$ cat src/sv/tdq_pkg.sv
// ----------------------------------------------------------------------------
// tdq_pkg
// Shared types and constants for the sorted deadline timer queue.
// ----------------------------------------------------------------------------
`default_nettype none

package tdq_pkg;

    localparam int CAPACITY   = 16;
    localparam int CNT_W      = $clog2(CAPACITY + 1);
    localparam int IDX_W      = (CAPACITY > 1) ? $clog2(CAPACITY) : 1;
    localparam int TIME_W     = 32;
    localparam int HANDLE_W   = 16;
    localparam int DELAY_W    = 24;
    localparam int REQ_W      = 3;
    localparam int STATUS_W   = 2;

    // request codes
    localparam logic [REQ_W-1:0] REQ_SET_ONCE = 3'd0;
    localparam logic [REQ_W-1:0] REQ_SET_PER  = 3'd1;
    localparam logic [REQ_W-1:0] REQ_CLEAR    = 3'd2;
    localparam logic [REQ_W-1:0] REQ_RUN      = 3'd3;
    localparam logic [REQ_W-1:0] REQ_TICK     = 3'd4;

    // status codes
    localparam logic [STATUS_W-1:0] STAT_OK       = 2'd0;
    localparam logic [STATUS_W-1:0] STAT_FULL     = 2'd1;
    localparam logic [STATUS_W-1:0] STAT_NOTFOUND = 2'd2;
    localparam logic [STATUS_W-1:0] STAT_NONE     = 2'd3;

    typedef enum logic [2:0] {
        DP_NOP,
        DP_LOAD,
        DP_EXEC,
        DP_SCAN,
        DP_INSERT,
        DP_CLR_STEP,
        DP_CLR_DONE
    } dp_op_t;

    typedef struct packed {
        dp_op_t op;
        logic   out_load;
    } cmd_t;

    typedef struct packed {
        logic ins_go;     // an insert is pending after exec
        logic clr_go;     // a clear walk is pending after exec
        logic scan_more;  // insert position not found yet
        logic clr_end;    // clear walk reached the tail
    } sts_t;

    typedef struct packed {
        logic [TIME_W-1:0]   deadline;
        logic [HANDLE_W-1:0] handle;
        logic [DELAY_W-1:0]  period;
    } slot_t;

endpackage

`default_nettype wire

$ cat src/sv/tdq_ctrl.sv
// ----------------------------------------------------------------------------
// tdq_ctrl
// Sequencer: handshakes on both channels and steps the datapath per request.
// ----------------------------------------------------------------------------
`default_nettype none

module tdq_ctrl
(
    input  wire logic          clk,
    input  wire logic          rst_n,
    input  wire logic          in_valid,
    output logic               in_stall,
    output logic               out_valid,
    input  wire logic          out_stall,
    output tdq_pkg::cmd_t      cmd,
    input  wire tdq_pkg::sts_t sts
);
    import tdq_pkg::*;

    typedef enum logic [2:0] {
        ST_IDLE,
        ST_EXEC,
        ST_ROUTE,
        ST_SCAN,
        ST_CLEAR,
        ST_DONE
    } state_t;

    state_t state_reg;
    state_t state_next;
    logic   out_valid_reg;
    logic   out_valid_next;

    assign in_stall  = (state_reg != ST_IDLE);
    assign out_valid = out_valid_reg;

    always_comb
    begin
        state_next   = state_reg;
        cmd.op       = DP_NOP;
        cmd.out_load = 1'b0;
        unique case (state_reg)
            ST_IDLE:
            begin
                if (in_valid)
                begin
                    cmd.op     = DP_LOAD;
                    state_next = ST_EXEC;
                end
            end
            ST_EXEC:
            begin
                cmd.op     = DP_EXEC;
                state_next = ST_ROUTE;
            end
            ST_ROUTE:
            begin
                if (sts.ins_go)
                    state_next = ST_SCAN;
                else if (sts.clr_go)
                    state_next = ST_CLEAR;
                else
                    state_next = ST_DONE;
            end
            ST_SCAN:
            begin
                if (sts.scan_more)
                    cmd.op = DP_SCAN;
                else
                begin
                    cmd.op     = DP_INSERT;
                    state_next = ST_DONE;
                end
            end
            ST_CLEAR:
            begin
                if (sts.clr_end)
                begin
                    cmd.op     = DP_CLR_DONE;
                    state_next = ST_DONE;
                end
                else
                    cmd.op = DP_CLR_STEP;
            end
            ST_DONE:
            begin
                if (!out_valid_reg || !out_stall)
                begin
                    cmd.out_load = 1'b1;
                    state_next   = ST_IDLE;
                end
            end
            default:
                state_next = ST_IDLE;
        endcase
    end

    always_comb
    begin
        if (cmd.out_load)
            out_valid_next = 1'b1;
        else
            out_valid_next = out_valid_reg && out_stall;
    end

    always_ff @(posedge clk or negedge rst_n)
    begin
        if (!rst_n)
        begin
            state_reg     <= ST_IDLE;
            out_valid_reg <= 1'b0;
        end
        else
        begin
            state_reg     <= state_next;
            out_valid_reg <= out_valid_next;
        end
    end

endmodule

`default_nettype wire

$ cat src/sv/tdq_dp.sv
// ----------------------------------------------------------------------------
// tdq_dp
// Datapath: sorted slot file, time and handle counters, result registers.
// ----------------------------------------------------------------------------
`default_nettype none

module tdq_dp
(
    input  wire logic                            clk,
    input  wire logic                            rst_n,
    input  wire tdq_pkg::cmd_t                   cmd,
    output tdq_pkg::sts_t                        sts,
    input  wire logic [tdq_pkg::REQ_W-1:0]       req_type,
    input  wire logic [tdq_pkg::DELAY_W-1:0]     delay_ms,
    input  wire logic [tdq_pkg::HANDLE_W-1:0]    target_handle,
    output logic      [tdq_pkg::STATUS_W-1:0]    status,
    output logic      [tdq_pkg::HANDLE_W-1:0]    result_handle,
    output logic                                 fired_periodic
);
    import tdq_pkg::*;

    // slot file: valid entries sit in 0 .. count-1, head at 0
    slot_t slot_reg [CAPACITY];
    slot_t up_src   [CAPACITY];
    slot_t dn_src   [CAPACITY];

    logic [TIME_W-1:0]   now_reg;
    logic [HANDLE_W-1:0] next_handle_reg;
    logic [CNT_W-1:0]    count_reg;
    logic [CNT_W-1:0]    idx_reg;
    logic                found_reg;
    logic                ins_go_reg;
    logic                clr_go_reg;

    logic [REQ_W-1:0]    req_reg;
    logic [DELAY_W-1:0]  delay_reg;
    logic [HANDLE_W-1:0] target_reg;

    logic [TIME_W-1:0]   ins_deadline_reg;
    logic [DELAY_W-1:0]  ins_key_reg;
    logic [HANDLE_W-1:0] ins_handle_reg;
    logic [DELAY_W-1:0]  ins_period_reg;

    logic [STATUS_W-1:0] res_status_reg;
    logic [HANDLE_W-1:0] res_handle_reg;
    logic                res_periodic_reg;
    logic [STATUS_W-1:0] out_status_reg;
    logic [HANDLE_W-1:0] out_handle_reg;
    logic                out_periodic_reg;

    slot_t               rd_slot;
    slot_t               head;
    slot_t               new_slot;
    logic signed [TIME_W-1:0] rd_left;
    logic signed [TIME_W-1:0] head_left;
    logic signed [TIME_W-1:0] key_ext;
    logic                full;
    logic                fire;
    logic                hit;
    logic                ins_en;
    logic                rem_en;
    logic [CNT_W-1:0]    rem_pos;

    assign rd_slot   = slot_reg[idx_reg[IDX_W-1:0]];
    assign head      = slot_reg[0];
    assign new_slot  = '{deadline: ins_deadline_reg, handle: ins_handle_reg,
                         period: ins_period_reg};
    assign rd_left   = rd_slot.deadline - now_reg;
    assign head_left = head.deadline - now_reg;
    assign key_ext   = {{(TIME_W-DELAY_W){1'b0}}, ins_key_reg};

    assign full = (count_reg == CNT_W'(CAPACITY));
    assign fire = (count_reg != '0) && (head_left <= 0);
    assign hit  = (rd_slot.handle == target_reg);

    assign sts.ins_go    = ins_go_reg;
    assign sts.clr_go    = clr_go_reg;
    assign sts.scan_more = (idx_reg < count_reg) && (rd_left <= key_ext);
    assign sts.clr_end   = (idx_reg >= count_reg);

    assign ins_en  = (cmd.op == DP_INSERT);
    assign rem_en  = ((cmd.op == DP_EXEC) && (req_reg == REQ_RUN) && fire)
                  || ((cmd.op == DP_CLR_STEP) && hit);
    assign rem_pos = (cmd.op == DP_CLR_STEP) ? idx_reg : '0;

    assign status         = out_status_reg;
    assign result_handle  = out_handle_reg;
    assign fired_periodic = out_periodic_reg;

    // insert shifts the tail up by one, remove shifts it down by one
    for (genvar g = 0; g < CAPACITY; g++)
    begin : g_slot
        localparam logic [CNT_W-1:0] POS  = CNT_W'(g);
        localparam logic [CNT_W-1:0] POS1 = CNT_W'(g + 1);

        if (g == 0)
        begin : g_first
            assign up_src[g] = slot_reg[g];
        end
        else
        begin : g_up
            assign up_src[g] = slot_reg[g-1];
        end

        if (g == CAPACITY - 1)
        begin : g_last
            assign dn_src[g] = slot_reg[g];
        end
        else
        begin : g_dn
            assign dn_src[g] = slot_reg[g+1];
        end

        always_ff @(posedge clk)
        begin
            if (ins_en)
            begin
                if (POS == idx_reg)
                    slot_reg[g] <= new_slot;
                else if ((POS > idx_reg) && (POS <= count_reg))
                    slot_reg[g] <= up_src[g];
            end
            else if (rem_en)
            begin
                if ((POS >= rem_pos) && (POS1 < count_reg))
                    slot_reg[g] <= dn_src[g];
            end
        end
    end

    // control state
    always_ff @(posedge clk or negedge rst_n)
    begin
        if (!rst_n)
        begin
            now_reg         <= '0;
            next_handle_reg <= '0;
            count_reg       <= '0;
            idx_reg         <= '0;
            found_reg       <= 1'b0;
            ins_go_reg      <= 1'b0;
            clr_go_reg      <= 1'b0;
        end
        else
        begin
            case (cmd.op)
                DP_LOAD:
                begin
                    ins_go_reg <= 1'b0;
                    clr_go_reg <= 1'b0;
                end
                DP_EXEC:
                begin
                    idx_reg   <= '0;
                    found_reg <= 1'b0;
                    case (req_reg) inside
                        REQ_SET_ONCE, REQ_SET_PER:
                        begin
                            if (!full)
                            begin
                                next_handle_reg <= next_handle_reg + 1'b1;
                                ins_go_reg      <= 1'b1;
                            end
                        end
                        REQ_CLEAR:
                            clr_go_reg <= 1'b1;
                        REQ_RUN:
                        begin
                            if (fire)
                            begin
                                count_reg  <= count_reg - 1'b1;
                                ins_go_reg <= (head.period != '0);
                            end
                        end
                        REQ_TICK:
                            now_reg <= now_reg + 1'b1;
                        default:
                        begin
                        end
                    endcase
                end
                DP_SCAN:
                    idx_reg <= idx_reg + 1'b1;
                DP_INSERT:
                begin
                    count_reg  <= count_reg + 1'b1;
                    ins_go_reg <= 1'b0;
                end
                DP_CLR_STEP:
                begin
                    if (hit)
                    begin
                        count_reg <= count_reg - 1'b1;
                        found_reg <= 1'b1;
                    end
                    else
                        idx_reg <= idx_reg + 1'b1;
                end
                DP_CLR_DONE:
                    clr_go_reg <= 1'b0;
                default:
                begin
                end
            endcase
        end
    end

    // request, insert and result payload
    always_ff @(posedge clk)
    begin
        case (cmd.op)
            DP_LOAD:
            begin
                req_reg    <= req_type;
                delay_reg  <= delay_ms;
                target_reg <= target_handle;
            end
            DP_EXEC:
            begin
                res_status_reg   <= STAT_OK;
                res_handle_reg   <= '0;
                res_periodic_reg <= 1'b0;
                case (req_reg) inside
                    REQ_SET_ONCE, REQ_SET_PER:
                    begin
                        if (full)
                            res_status_reg <= STAT_FULL;
                        else
                        begin
                            res_handle_reg   <= next_handle_reg;
                            ins_deadline_reg <= now_reg + TIME_W'(delay_reg);
                            ins_key_reg      <= delay_reg;
                            ins_handle_reg   <= next_handle_reg;
                            ins_period_reg   <= (req_reg == REQ_SET_PER) ? delay_reg : '0;
                        end
                    end
                    REQ_CLEAR:
                        res_handle_reg <= target_reg;
                    REQ_RUN:
                    begin
                        if (!fire)
                            res_status_reg <= STAT_NONE;
                        else
                        begin
                            res_handle_reg   <= head.handle;
                            res_periodic_reg <= (head.period != '0);
                            ins_deadline_reg <= now_reg + TIME_W'(head.period);
                            ins_key_reg      <= head.period;
                            ins_handle_reg   <= head.handle;
                            ins_period_reg   <= head.period;
                        end
                    end
                    default:
                    begin
                    end
                endcase
            end
            DP_CLR_DONE:
                res_status_reg <= found_reg ? STAT_OK : STAT_NOTFOUND;
            default:
            begin
            end
        endcase

        if (cmd.out_load)
        begin
            out_status_reg   <= res_status_reg;
            out_handle_reg   <= res_handle_reg;
            out_periodic_reg <= res_periodic_reg;
        end
    end

endmodule

`default_nettype wire

$ cat src/sv/sorted_deadline_timer_queue.sv
// ----------------------------------------------------------------------------
// sorted_deadline_timer_queue
// Deadline-sorted timer queue with a millisecond counter, one result per
// request.
// ----------------------------------------------------------------------------
// Usage:
//   Input channel (in_valid / in_stall) carries one request per transfer:
//   set one-shot, set periodic, clear by handle, run next, or tick.
//   Output channel (out_valid / out_stall) returns exactly one result
//   (status, result_handle, fired_periodic) per request, in order.
//   Tick, set on a full queue, run with nothing due and a one-shot fire
//   pass through exec, route and done only. A set or a periodic
//   reschedule walks the sorted slots one compare per cycle and then
//   inserts. A clear steps once per occupied slot plus a closing step. One
//   request is in flight at a time.
//   A finished result sits in the output register; the next request is
//   taken while it waits, and the sequencer holds its next result until
//   the receiver lifts out_stall.
//   Reset (rst_n, async, low) empties the queue, zeroes the ms counter and
//   the handle counter, and drops any pending result. Slot contents have
//   no reset; only the fill count marks them valid.
// ----------------------------------------------------------------------------
`default_nettype none

module sorted_deadline_timer_queue
(
    input  wire logic                            clk,
    input  wire logic                            rst_n,
    // request channel
    input  wire logic                            in_valid,
    output logic                                 in_stall,
    input  wire logic [tdq_pkg::REQ_W-1:0]       req_type,
    input  wire logic [tdq_pkg::DELAY_W-1:0]     delay_ms,
    input  wire logic [tdq_pkg::HANDLE_W-1:0]    target_handle,
    // result channel
    output logic                                 out_valid,
    input  wire logic                            out_stall,
    output logic      [tdq_pkg::STATUS_W-1:0]    status,
    output logic      [tdq_pkg::HANDLE_W-1:0]    result_handle,
    output logic                                 fired_periodic
);
    import tdq_pkg::*;

    cmd_t cmd;
    sts_t sts;

    // sequencer: owns both handshakes
    tdq_ctrl u_ctrl
    (
        .clk       (clk),
        .rst_n     (rst_n),
        .in_valid  (in_valid),
        .in_stall  (in_stall),
        .out_valid (out_valid),
        .out_stall (out_stall),
        .cmd       (cmd),
        .sts       (sts)
    );

    // datapath: slot file, counters and result payload
    tdq_dp u_dp
    (
        .clk            (clk),
        .rst_n          (rst_n),
        .cmd            (cmd),
        .sts            (sts),
        .req_type       (req_type),
        .delay_ms       (delay_ms),
        .target_handle  (target_handle),
        .status         (status),
        .result_handle  (result_handle),
        .fired_periodic (fired_periodic)
    );

endmodule

`default_nettype wire

$ cat config.mk
export PLATFORM = sky130hd
export DESIGN_NAME = sorted_deadline_timer_queue
export DESIGN_NICKNAME = d
export VERILOG_FILES = /design/src/sv/tdq_pkg.sv /design/src/sv/tdq_ctrl.sv /design/src/sv/tdq_dp.sv /design/src/sv/sorted_deadline_timer_queue.sv
export SDC_FILE = /design/constraint.sdc
export NUM_CORES = 2
export LEC_CHECK = 0
export BUFFER_PORTS_ARGS = -buffer_cell sky130_fd_sc_hd__buf_2
export CAP_MARGIN = 0
export CORE_MARGIN = 1
export CORE_UTILIZATION = 66
export CTS_BUF_LIST = sky130_fd_sc_hd__clkbuf_4 sky130_fd_sc_hd__clkbuf_8
export DETAILED_ROUTE_END_ITERATION = 8
export HOLD_SLACK_MARGIN = 0.12
export PLACE_DENSITY_LB_ADDON = 0.08
export SLEW_MARGIN = 20
export SYNTH_ARGS = -nofsm -noshare
export SYNTH_HDL_FRONTEND = slang
export SYNTH_HIERARCHICAL = 1
export SYNTH_SLANG_ARGS = --single-unit
$ cat constraint.sdc
create_clock -name clk -period 17.4 [get_ports clk]
set_clock_uncertainty 0.15 [all_clocks]
set_input_delay 0.87 -clock clk [delete_from_list [all_inputs] [get_ports clk]]
set_output_delay 0.87 -clock clk [all_outputs]
set_load 0.03 [all_outputs]
Word-level counts from Yosys, hierarchy flattened
Memories as Yosys holds them, arrays and structs flattened.
Index checks and enable logic that the tools add are counted.
{"block": "classes", "n_bitwise": 37, "order_cmp": 68, "n_addsub": 9, "mux": 272, "eq_ne": 49, "reduce_logical": 69}
{"operator": "72-bit 2-to-1 mux", "count": 32}
{"operator": "24-bit 2-to-1 mux", "count": 8}
{"operator": "1-bit 2-to-1 mux", "count": 190}
{"operator": "16-bit 2-to-1 mux", "count": 10}
{"operator": "32-bit 2-to-1 mux", "count": 5}
{"operator": "32-bit by 24-bit adder with 32-bit output", "count": 2}
{"operator": "32-bit subtractor", "count": 2}
{"operator": "4-bit by 5-bit equality test with 1-bit output (first input constant)", "count": 8}
{"operator": "4-bit by 5-bit >= comparator with 1-bit output (first input constant)", "count": 8}
{"operator": "4-bit by 5-bit > comparator with 1-bit output (first input constant)", "count": 8}
{"operator": "4-bit by 5-bit less-or-equal comparator with 1-bit output (first input constant)", "count": 8}
{"operator": "4-bit by 5-bit < comparator with 1-bit output (first input constant)", "count": 8}
{"operator": "1-bit logical AND", "count": 38}
{"operator": "5-bit 2-to-1 mux", "count": 7}
{"operator": "32-bit by 1-bit adder with 32-bit output (second input constant)", "count": 1}
{"operator": "32-bit by 1-bit less-or-equal comparator with 1-bit output (second input constant)", "count": 1}
{"operator": "32-bit by 25-bit less-or-equal comparator with 1-bit output", "count": 1}
{"operator": "1-bit OR", "count": 32}
{"operator": "5-bit one-hot mux with 3 select lines", "count": 2}
{"operator": "24-bit nonzero test", "count": 1}
{"operator": "3-bit by 5-bit equality test with 1-bit output (first input constant)", "count": 4}
{"operator": "3-bit by 5-bit >= comparator with 1-bit output (first input constant)", "count": 4}
{"operator": "3-bit by 5-bit > comparator with 1-bit output (first input constant)", "count": 4}
{"operator": "3-bit by 5-bit less-or-equal comparator with 1-bit output (first input constant)", "count": 4}
{"operator": "other kinds (47)", "count": 116}
{"block": "word_totals", "memories": 1, "input_bits": 47, "mem_bits_rw": 1152, "out_inout_bits": 21, "ff_bits": 242, "elab_cells": 527}
{"memory": "u_dp.slot_reg", "depth": 16, "width": 72, "read_ports": 17, "rd_ports_with_merged_regs": 0, "wr": 16, "line": "tdq_dp.sv:23", "rtl": "slot_t slot_reg [CAPACITY];"}

Longest topological paths before layout
An unclocked memory read counts as a cell.
{"block": "logic_depth", "ltp_word": 15, "mapped_depth": 48, "depth_no_buf": 38}

Hierarchy
The synthesis kept the hierarchy.
{"module": "tdq_dp", "seq_area_each_um2": 41434.7, "cells_each": 5629, "instances": 1, "area_per_inst_um2": 83316.2}
{"module": "tdq_ctrl", "seq_area_each_um2": 100.1, "cells_each": 33, "instances": 1, "area_per_inst_um2": 274.0}

Worst setup path before layout
OpenSTA, ideal clock, no wires.
{"block": "synth_path", "path_kind": "reg-to-reg", "start": "reg u_dp.idx_reg[1]", "end": "mem u_dp/slot_reg[5][0] (netlist bit), enable pin", "slack_ns": 3.288, "t_required_ns": 16.641, "period_less_slack_ns": 14.112, "stages_incl_launch_ff": 38, "t_arrival_ns": 13.354, "cell_sequence": "dfrtp_1 buf_6 buf_6 buf_4 buf_2 buf_1 clkbuf_1 buf_1 mux4_2 mux4_2 ha_1 and2_1 or4_1 o211a_1 o31a_1 o311ai_1 o31ai_1 o21a_1 (+2 left out) xnor2_1 ha_1 o21ai_0 a21oi_1 o21ai_0 nand2b_1 a221oi_1 o21ai_0 a311oi_1 nand3_1 o32ai_1 nand2b_1 o21ai_0 clkbuf_1 nand2b_1 nor2_1 nand2_1 o31ai_1"}
{"item": "from (decl)", "line": "tdq_dp.sv:30", "rtl": "logic [CNT_W-1:0] idx_reg;"}
{"item": "from (signal assigned)", "line": "tdq_dp.sv:183", "rtl": "idx_reg <= idx_reg + 1'b1;"}
{"item": "from (signal assigned)", "line": "tdq_dp.sv:197", "rtl": "idx_reg <= idx_reg + 1'b1;"}
{"item": "to (decl)", "line": "tdq_dp.sv:23"}

==> results_dict.tcl <==
set metrics [dict create \
    r2r_cells 37 \
    crit_path_max_fanout 46 \
    final_max_slew_viol_count 0 \
    ir_worst_vdd_v 0.000133 \
    post-route-min-period_ns 13.91 \
    antenna_found_initial 8 \
    crit_required_ns 17.84 \
    htreeDepth 4 \
    totalWireLength_microns 252000 \
    rsz0062_at_grt "no" \
    rows 130 \
    grt_overflow 0 \
    critPathArrivalTime_ns 14.35 \
    synth_top_cell_by_area "edfxtp_1" \
    clock_latency_ns 0.99 \
    synthesis.nets 5837 \
    cp-start-kind "flop" \
    synth_area_leaders "edfxtp_1, mux2_2, mux4_2" \
    synth_flop_cell "edfxtp_1" \
    synth_area_sq_mm 0.0836 \
    tightest_slew_ns 1.22 \
    min_from "u_dp/res_handle_reg[8]" \
    largest_reg_flops 1152 \
    drc 0 \
    vias 53900 \
    slew_headroom 0.186 \
    cp_slowest_cell "o32ai_1" \
    min_period_over_period 0.799 \
    ys_warn_count 6 \
    maxCapViolations 0 \
    cts_made_buffers 233 \
    cp-startpoint "u_dp/idx_reg[1]" \
    place_area_sq_mm 0.0851 \
    synth_seq_cells 1394 \
    status "completed" \
    grt_max_degree 74 \
    die_y_microns 358 \
    layout_commonest_cell "mux2_2" \
    hp-class "flop to flop" \
    num-fill-cells 8353 \
    core_area_sq_mm 0.126 \
    clk_pin_slew_worst_paths_ns 0.06 \
    finalSetupViolCount 0 \
    crit_path_end_kind "flop" \
    cts_root_buffer "clkbuf_8" \
    layout_common_cells "mux2_2, edfxtp_1, mux2_1, clkbuf_8, nand2_1" \
    clk_path_buf_depth 3 \
    finalNetCount 5879 \
    clock.fmax_ghz 0.0719 \
    powerDensity_mw_per_mm2 166 \
    grt_pass1_wl_microns 370000 \
    ant_nets 0 \
    tns_ns 0 \
    drive_above_1_share 0.440 \
    finalHoldViolations 0 \
    seq_area_frac_synth 0.497 \
    die_x_microns 358 \
    initial_core_util 0.666 \
    cts.sinks 1394 \
    postSynthCellCount 5662 \
    syn_area_per_cell_sq_um 14.8 \
    vias_per_cell 7.13 \
    hpwl_microns 150000 \
    cts_tree "done" \
    port_buffers 67 \
    r2r_start "u_dp/idx_reg[1]" \
    wire_per_inst_microns 33.4 \
    leakagePower_nw 31.4 \
    gr-usage-all-layers 0.396 \
    fin_area_sq_mm 0.0902 \
    synth_cell_types 92 \
    fin_util 0.718 \
    rrSetupSlack_ns 3.49 \
    min_delay_path_depth 0 \
    critical_path_class "flop to flop" \
    synth_edf_count 1329 \
    syn_to_final_growth_pct 7.90 \
    dieArea_sq_mm 0.128 \
    async_flop_share 0.0466 \
    drtIter0Drc 6346 \
    grt_pass1_vias 54100 \
    boundaryPins 68 \
    synth_top_area_share 0.477 \
    postCtsSetupRepairBufs 0 \
    firstDrtPassIters 6 \
    critPathMaxStageDelay_ns 0.88 \
    place_congestion 0.965 \
]
## power breakdown
group          switching [W]  internal [W]  leakage (nW)  total [W]
Combinational        0.00343       0.00267          16.2    0.00610
Clock                0.00141       0.00155          2.48    0.00296
Sequential          0.000752       0.00519          12.7    0.00594
Total                0.00559       0.00940          31.4     0.0150
## cell families (layout without fill, tap and decap cells)
kind of cell / count (synthesis) / after routing / share of synthesized area
multiplexers: 2416 / 2416 / 0.364
flip-flops: 1394 / 1394 / 0.497
AND/OR/NAND/NOR: 639 / 639 / 0.0369
buffers and inverters: 502 / 738 / 0.0302
AO/OA/AOI/OAI: 455 / 455 / 0.0391
adder cells (fa/ha/maj): 128 / 128 / 0.0194
XOR/XNOR: 128 / 128 / 0.0134
other: 0 / 9 / 0
## layer usage
metal  routed length [microns]  global-route usage  vias to the layer above
li1                          -                   -                    22300
met1                     94500               0.525                    27300
met2                    116000               0.614                     3503
met3                     28300              0.0940                      799
met4                     13800               0.200                       10
met5                        61                   0                        -
## final timing paths
kind / to
max: u_dp/slot_reg[12][44]
min in group asynchronous: u_dp/next_handle_reg[15]
max reg2reg: u_dp/slot_reg[12][44]
min reg2reg: u_dp/result_handle[8]
max in group asynchronous: u_dp/idx_reg[1]
min: u_dp/result_handle[8]
## layout make-up
type / count / area [sq um] / share of cell area
inverter: 101 / 382 / 0.00423
timing repair buffer: 208 / 1540 / 0.0170
clock inverter: 98 / 621 / 0.00688
antenna: 9 / 22.5 / 0.000250
multi-input combinational: 3766 / 40000 / 0.444
tap: 1650 / 2060 / 0.0229
sequential: 1394 / 41500 / 0.461
clock buffer: 331 / 4010 / 0.0444
## cells in the mapped netlist (all sizes together) (13+ instances only)
cell type / number
ha: 125
a21oi: 104
nand2b: 28
a21o: 47
xnor2: 108
dfrtp: 65
mux4: 221
o22ai: 20
nor2: 118
nand2: 238
nor4: 18
o21ai: 71
nand3: 57
nand4: 24
clkbuf: 235
and2: 13
nor2b: 28
mux2i: 28
buf: 166
edfxtp: 1329
nor3: 44
and3: 19
o31ai: 13
o21a: 27
mux2: 2167
inv: 100
xor2: 20
a22o: 45
## critical path, delay by kind of cell (launching register included)
kind	cells	cell delay [ns]
muxes	2	1.15
xor gates and xnor gates	1	0.15
adders and majority gates	2	0.64
AOI/OAI and AO/OA	17	4.66
and+or+nand+nor	10	3.15
buffers and inverters	5	2.81
DFF	1	0.67
## through the flow
| stage | total power, W | worst slack, ns | hold slack (ns) | cells |
|---|---|---|---|---|
| finish | 0.0150 | 3.49 | 0.272 | 7557 |
| global route | 0.0155 | 3.05 | 0.278 | 7551 |
| CTS | 0.0148 | 3.74 | 0.269 | 7547 |
| detailed placement | 0.0119 | 3.77 | 0.255 | 7072 |
| global placement | 0.0117 | 3.96 | 0.253 | 7072 |
| floorplan | 0.00986 | 3.29 | 0.250 | 5662 |
## timing repair
action | in CTS | in global routing
hold endpoints to repair | 110 | 0
resized for setup | 0 | 0
hold buffers | 46 | 0
Note: power is estimated with default switching activity, not from simulation.
